==> config.mk <==
export PLATFORM = sky130hd
export DESIGN_NAME = ppp_scale
export DESIGN_NICKNAME = d
export VERILOG_FILES = /design/src/design/ppp_pkg.sv /design/src/design/ppp_scale.sv
export SDC_FILE = /design/constraint.sdc
export NUM_CORES = 2
export LEC_CHECK = 0
export BUFFER_PORTS_ARGS = -buffer_cell sky130_fd_sc_hd__buf_2
export CAP_MARGIN = 20
export CORE_UTILIZATION = 60
export CTS_BUF_LIST = sky130_fd_sc_hd__clkbuf_2
export DETAILED_ROUTE_END_ITERATION = 16
export PLACE_DENSITY = 0.81
export SLEW_MARGIN = 10
export SYNTH_ARGS = -nofsm -noshare
export SYNTH_HDL_FRONTEND = slang
export SYNTH_SLANG_ARGS = --single-unit
==> constraint.sdc <==
create_clock -name clk -period 14.1 [get_ports clk]
set_clock_uncertainty 0.15 [all_clocks]
set_input_delay 0.705 -clock clk [delete_from_list [all_inputs] [get_ports clk]]
set_output_delay 0.705 -clock clk [all_outputs]
set_load 0.02 [all_outputs]
==> src/design/ppp_pkg.sv <==
`timescale 1ns / 1ps
// ----------------------------------------------------------------------------
// ppp_pkg
// Types and constants of the perspective point projection block.
// ----------------------------------------------------------------------------
package ppp_pkg;

	localparam int COORD_W = 24;
	localparam int CLIP_W  = 42;  // clip coordinate, scale 2^-20
	localparam int NUM_W   = 43;  // X+W or W-Y
	localparam int SCL_W   = 19;  // 8 * viewport extent
	localparam int DIVD_W  = 62;  // scaled numerator
	localparam int QUO_W   = 20;  // quotient bits
	localparam int SCR_W   = 21;
	localparam int LATENCY = 26;  // accept edge to result strobe cycle end

	localparam logic [1:0] ST_VISIBLE = 2'd0;
	localparam logic [1:0] ST_CLIPPED = 2'd1;
	localparam logic [1:0] ST_FAILED  = 2'd2;

	localparam logic [2:0] REG_COL0   = 3'd0;
	localparam logic [2:0] REG_COL1   = 3'd1;
	localparam logic [2:0] REG_COL2   = 3'd2;
	localparam logic [2:0] REG_COL3   = 3'd3;
	localparam logic [2:0] REG_ORIGIN = 3'd4;
	localparam logic [2:0] REG_SIZE   = 3'd5;

	localparam logic signed [CLIP_W-1:0] W_MIN = 42'sd104;

	typedef struct packed {
		logic signed [COORD_W-1:0] pos_x;
		logic signed [COORD_W-1:0] pos_y;
		logic signed [COORD_W-1:0] pos_z;
	} point_t;

	typedef struct packed {
		logic [1:0]       status;
		logic [SCR_W-1:0] screen_x;
		logic [SCR_W-1:0] screen_y;
	} result_t;

	typedef struct packed {
		logic [63:0] col3;
		logic [63:0] col2;
		logic [63:0] col1;
		logic [63:0] col0;
		logic [31:0] origin;
		logic [31:0] size;
	} cfg_t;

	typedef struct packed {
		logic              valid;
		logic [1:0]        status;
		logic [CLIP_W-1:0] cw;
		logic [CLIP_W-1:0] rem_x;
		logic [CLIP_W-1:0] rem_y;
		logic [QUO_W-1:0]  low_x;
		logic [QUO_W-1:0]  low_y;
		logic [QUO_W-1:0]  q_x;
		logic [QUO_W-1:0]  q_y;
	} div_stage_t;

endpackage

==> src/design/ppp_scale.sv <==
`timescale 1ns / 1ps
// ----------------------------------------------------------------------------
// ppp_scale
// Classify the clip point and form the scaled numerators for the divider.
// ----------------------------------------------------------------------------
module ppp_scale import ppp_pkg::*; (
	input  logic                     clk,
	input  logic                     arst_n,
	input  logic                     valid_s2,
	input  logic signed [CLIP_W-1:0] clip_s2 [4],
	input  cfg_t                     cfg,
	output div_stage_t               div_s5
);

	logic signed [NUM_W-1:0] cx, cy, cz, cw;
	logic signed [NUM_W-1:0] sum_x, dif_x, sum_y, dif_y, dif_z;
	logic [15:0]             vw, vh;
	logic [1:0]              status;
	logic [SCL_W-1:0]        mx, my;

	logic                    valid_s3, valid_s4;
	logic [1:0]              status_s3, status_s4;
	logic [NUM_W-1:0]        nx_s3, ny_s3;
	logic [CLIP_W-1:0]       cw_s3, cw_s4;
	logic [40:0]             px_lo_s4, py_lo_s4;
	logic [39:0]             px_hi_s4, py_hi_s4;
	logic [DIVD_W-1:0]       dx, dy;

	assign vw = cfg.size[15:0];
	assign vh = cfg.size[31:16];
	assign cx = {clip_s2[0][CLIP_W-1], clip_s2[0]};
	assign cy = {clip_s2[1][CLIP_W-1], clip_s2[1]};
	assign cz = {clip_s2[2][CLIP_W-1], clip_s2[2]};
	assign cw = {clip_s2[3][CLIP_W-1], clip_s2[3]};

	assign sum_x = cx + cw;
	assign dif_x = cw - cx;
	assign sum_y = cy + cw;
	assign dif_y = cw - cy;
	assign dif_z = cw - cz;

	always_comb begin
		if (vw <= 16'd1 || vh <= 16'd1 || clip_s2[3] <= W_MIN)
			status = ST_FAILED;
		else if (cz < 0 || dif_z < 0)
			status = ST_FAILED;
		else if (sum_x < 0 || dif_x < 0 || sum_y < 0 || dif_y < 0)
			status = ST_CLIPPED;
		else
			status = ST_VISIBLE;
	end

	assign mx = {vw, 3'b0};
	assign my = {vh, 3'b0};
	assign dx = {px_hi_s4, 22'b0} + {21'b0, px_lo_s4};
	assign dy = {py_hi_s4, 22'b0} + {21'b0, py_lo_s4};

	always_ff @(posedge clk or negedge arst_n) begin
		if (!arst_n) begin
			valid_s3 <= 1'b0;
			valid_s4 <= 1'b0;
			div_s5   <= '0;
		end else begin
			valid_s3      <= valid_s2;
			valid_s4      <= valid_s3;
			div_s5.valid  <= valid_s4;
			div_s5.status <= status_s4;
			div_s5.cw     <= cw_s4;
			div_s5.rem_x  <= dx[DIVD_W-1:QUO_W];
			div_s5.rem_y  <= dy[DIVD_W-1:QUO_W];
			div_s5.low_x  <= dx[QUO_W-1:0];
			div_s5.low_y  <= dy[QUO_W-1:0];
			div_s5.q_x    <= '0;
			div_s5.q_y    <= '0;
		end
	end

	always_ff @(posedge clk) begin
		status_s3 <= status;
		nx_s3     <= sum_x;
		ny_s3     <= dif_y;
		cw_s3     <= clip_s2[3];

		// split the wide multiply into two partial products
		status_s4 <= status_s3;
		cw_s4     <= cw_s3;
		px_lo_s4  <= nx_s3[21:0] * mx;
		px_hi_s4  <= nx_s3[42:22] * mx;
		py_lo_s4  <= ny_s3[21:0] * my;
		py_hi_s4  <= ny_s3[42:22] * my;
	end

endmodule

Word level (Yosys, flattened, before mapping)
Cells that the tools add are included.
{"block": "op_classes", "n_reduce_logical": 7, "magnitude_cmp": 9, "mux": 1, "n_mul": 4, "add_sub_neg": 7}
{"cell": "$lt 43x1->1 const B", "n": 5}
{"cell": "$sub 42x42->43", "n": 3}
{"cell": "$add 62x41->62", "n": 2}
{"cell": "$add 42x42->43", "n": 2}
{"cell": "$mul 22x16->38", "n": 2}
{"cell": "$mul 21x16->37", "n": 2}
{"cell": "$le 42x8->1 const B", "n": 1}
{"cell": "$lt 42x1->1 const B", "n": 1}
{"cell": "$le 16x1->1 const B", "n": 2}
{"cell": "$logic_or 1x1->1", "n": 6}
{"cell": "$reduce_or 2->1", "n": 1}
{"cell": "$mux 1", "n": 1}
{"block": "word_totals", "wordCells": 47, "inputBits": 491, "register_bits": 495}

Logic depth before layout (Yosys ltp)
{"block": "depth", "depth_word": 6, "depth_mapped": 26, "ltp_nobuf": 24}

Least setup slack after synthesis
OpenSTA, ideal clock, no wires.
{"block": "synth_timing", "kind": "input port to flip-flop", "startpoint": "input port cfg[1] in the netlist's numbering", "endpoint": "register px_lo_s4[39]", "slack_ns": 7.170, "n_path_buf": 3, "arrival_ns": 6.708, "stages": 24, "required_ns": 13.878, "setup_ns": 0.072, "cell_sequence": "clkbuf_1 -> clkbuf_1 -> nand2_1 -> fa_1 -> inv_1 -> fa_1 -> inv_1 -> fa_1 -> inv_1 -> fa_1 -> fa_1 -> inv_1 -> fa_1 -> inv_1 -> ha_1 -> clkbuf_1 -> and3_1 -> a221o_1 -> a21o_1 -> a22o_1 -> o21a_1 -> a311oi_1 -> o31a_1 -> xnor2_1"}
{"block": "synth_via", "elab_chain_len": 1}
{"element": "from (decl)", "line": "ppp_scale.sv:11", "text": "input cfg_t cfg,"}
{"element": "$mul 22x16->38", "line": "ppp_scale.sv:87", "text": "px_lo_s4 <= nx_s3[21:0] * mx;"}
{"element": "to (signal assigned)", "line": "ppp_scale.sv:87"}
{"element": "to (decl)", "line": "ppp_scale.sv:25", "text": "logic [40:0] px_lo_s4, py_lo_s4;"}
No other way between the ends.
A chain may end at the register's enable or synchronous reset.

Worst setup path after layout
{"block": "layout_timing", "startpoint": "register ny_s3[12]", "endpoint": "register py_lo_s4[39]"}
{"block": "layout_via", "elab_chain_len": 1}
{"element": "from (decl)", "line": "ppp_scale.sv:23", "text": "logic [NUM_W-1:0] nx_s3, ny_s3;"}
{"element": "from (signal assigned)", "line": "ppp_scale.sv:81", "text": "ny_s3 <= dif_y;"}
{"element": "$mul 22x16->38", "line": "ppp_scale.sv:89", "text": "py_lo_s4 <= ny_s3[21:0] * my;"}
{"element": "to (signal assigned)", "line": "ppp_scale.sv:89"}
{"element": "to (decl)", "line": "ppp_scale.sv:25"}
No other way between the ends.

==> impl_metrics.json <==
{
  "worst_slew_pin_slew_ns": 1.20,
  "required_ns": 15.28,
  "crit_path_max_fanout": 16,
  "start_util_pct": 60.6,
  "hold_depth": 0,
  "cts-root-buf": "clkbuf_2",
  "die_w_um": 331,
  "synth_top_area_cell": "fa_1",
  "vias": 51500,
  "synth_top_area_share_pct": 33.5,
  "r2r-start": "ny_s3[12]",
  "yosysSeqAreaShare_pct": 16.3,
  "numPortBuffers": 365,
  "avgSynthCellArea_um2": 9.14,
  "seq_area_mm2": 0.0106,
  "rsz0062_at_grt": "no",
  "ff2ff_path_depth": 21,
  "antenna_found_initial": 37,
  "hold_path.class": "flop to flop",
  "drc": 0,
  "grt_util_met2_pct": 56.8,
  "worst_setup_path_end_kind": "flop",
  "synth.distinct_cells": 87,
  "grt_overflow": 0,
  "cts_tree": "done",
  "fp-row-count": 120,
  "setup_viol": 0,
  "htree_levels": 4,
  "yosys_warnings": 0,
  "firstDrtPassIters": 6,
  "synth_flop_cell": "dfxtp_1",
  "drtIter0Drc": 3771,
  "crit_type": "flop to flop",
  "synth-edff-count": 0,
  "fin_crit_ns": 7.80,
  "clock.fmax_mhz": 128,
  "r2r_end": "py_lo_s4[39]",
  "core_mm2": 0.107,
  "drtAntennaViolNets": 0,
  "cp-startpoint": "ny_s3[12]",
  "tns_ns": 0,
  "cts_buffer_depth": 3,
  "worst-endpoint-arrival_ns": 8.98,
  "async_reset_ff_share_pct": 33.7,
  "hpwl_um": 135000,
  "syn2layout_area_growth_pct": 10.4,
  "grt.met3_usage_pct": 11.2,
  "cts_buffers": 136,
  "drv_cap": 0,
  "min_from": "cw_s4[24]",
  "layout.nets": 9886,
  "ys_ff_latch": 489,
  "cts.clk_slew.worst_paths_ns": 0.12,
  "clock-sinks": 489,
  "synth_cells": 7102,
  "track_usage_pct": 35.0,
  "drt_wl_total_um": 185000,
  "multiInputGateArea_mm2": 0.0474,
  "fin_crit_sh_pct": 55.4,
  "dieArea_mm2": 0.110,
  "rrSetupSlack_ns": 6.30,
  "slew_headroom_pct": 19.8,
  "via_per_inst": 5.63,
  "top_usage_layer": "met2",
  "die_y_um": 331,
  "grt_pass1_wl_um": 295000,
  "met1_usage_pct": 42.3,
  "outcome": "finished, final reports clean",
  "drive_gt1_share_pct": 8.66,
  "syn-cell-area_mm2": 0.0649,
  "grt_start_max_net_pins": 61,
  "fillers": 8358,
  "cp-start-kind": "flop",
  "hold_end": "div_s5[188]",
  "yosys-top-cells-area": "fa_1 34%, ha_1 13%, dfxtp_1 10%",
  "wire_per_inst_um": 20.2,
  "routabilityCongestion": 0.964,
  "drv_slew": 0,
  "pin_count": 700,
  "clk_latency_ns": 1.55,
  "grt_pass1_vias": 56000,
  "hold_violations": 0
}
cell type report:
type	instances	area share (%)
clock buffer	193	1.35
inverter	1506	7.89
timing repair buffer	674	6.72
sequential	489	14.8
clock inverter	55	0.539
antenna	20	0.0698
multi-input combinational	4821	66.2
tap	1403	2.45
cells in the mapped netlist, types with 18 or more instances:
cell type	number
a21o_1	129
fa_1	1088
buf_4	47
nor4_1	32
nor2_1	162
a21oi_1	245
o21a_1	30
nand2_1	926
dfxtp_1	324
a211oi_1	24
o21ai_0	87
ha_1	679
o21bai_1	68
xor2_1	77
dfrtp_1	165
a31oi_1	28
and3_1	31
inv_1	1506
nand2b_1	23
clkbuf_1	283
nand4_1	34
nor2b_1	39
nor3_1	56
nand3_1	52
o21ai_1	18
xnor2_1	194
and2_1	568
metal layers:
| metal | share of wire (%) | vias to the layer above | routed length (µm) |
|---|---|---|---|
| met5 | 0.094 | - | 175 |
| met4 | 4.8 | 28 | 8880 |
| met3 | 12 | 652 | 22200 |
| met2 | 46 | 2628 | 85900 |
| met1 | 37 | 25600 | 68100 |
| li1 | - | 22700 | - |
metrics by stage:
step           area, µm²  utilization [%]  hold WS (ns)  setup WS, ns  instances
2_1_floorplan      65100                -         0.160          7.17       7147
3_3_place_gp       67700             63.1         0.160          6.33       8634
3_5_place_dp       67700             63.1         0.162          6.21       8635
4_1_cts            71600             66.8        0.0232          6.56       9141
5_1_grt            71700             66.8        0.0932          6.18       9154
6_report           71700             66.9         0.132          6.30       9161
timing repair:
action / CTS / global route
hold buffers: 258 / 0
hold endpoints to repair: 307 / 0
gates resized for setup: 0 / 0
buffers inserted: 0 / 0
cell families (layout without fill, tap and decap cells):
kind of cell | after synthesis | in the layout | share of synthesized area, %
XOR/XNOR | 271 | 271 | 3.66
multiplexers | 2 | 2 | 0.0328
flip-flops | 489 | 489 | 16.3
buffers and inverters | 1837 | 2428 | 10.9
AO/OA/AOI/OAI | 767 | 767 | 7.79
adder cells (fa/ha/maj) | 1767 | 1767 | 46.6
AND/OR/NAND/NOR | 1968 | 1968 | 14.6
other | 1 | 66 | 0.00577
worst max-delay path, stage by stage, from the launching register on:
cell      delay [ns]
dfxtp_1         1.05
nand2_1         0.19
fa_1            0.57
inv_1           0.05
fa_1            0.52
fa_1            0.54
inv_1           0.06
fa_1            0.56
fa_1            0.44
fa_1            0.50
inv_1           0.05
ha_1            0.34
a21o_1          0.18
a21oi_1         0.18
nand2b_1        0.09
a211oi_1        0.25
a211oi_1        0.21
a221oi_1        0.85
o21ai_1         0.16
o211a_1         0.19
o41a_1          0.33
xor2_1          0.15
registers in the layout (all words and copies together), names as in the netlist:
signal     cells
valid_s4       1
valid_s3       1
px_lo_s4      38
ny_s3         43
status_s4      2
py_lo_s4      38
cw_s3         42
px_hi_s4      37
py_hi_s4      37
cw_s4         42
nx_s3         43
status_s3      2
div_s5       163
worst max path at each step:
stage / to
after floorplan: px_lo_s4[39]
final: py_lo_s4[39]
after CTS: py_lo_s4[39]
after global routing: py_lo_s4[39]
after detailed placement: py_lo_s4[39]
after global placement: py_lo_s4[39]
cells in the final DEF (no fill, tap or decap), types with 28 or more instances in the layout:
cell and n:
nor3_1 56, xor2_1 77, a21oi_1 245, nor4_1 31
and3_1 31, a31oi_1 28, dfxtp_1 324, buf_4 51
fa_1 1088, o21ai_0 87, nand4_1 34, inv_1 1506
nor2b_1 39, dfrtp_1 165, dlygate4sd3_1 257, a21o_1 129
nand3_1 52, buf_2 364, o21bai_1 68, ha_1 679
clkbuf_2 193, and2_1 568, nand2_1 926, nor2_1 162
o21a_1 30, xnor2_1 194, conb_1 46, clkinv_1 28
Power is left out: the tool's default activity adds up to more than one toggle a clock period on the data nets, which glitch-free logic cannot reach.
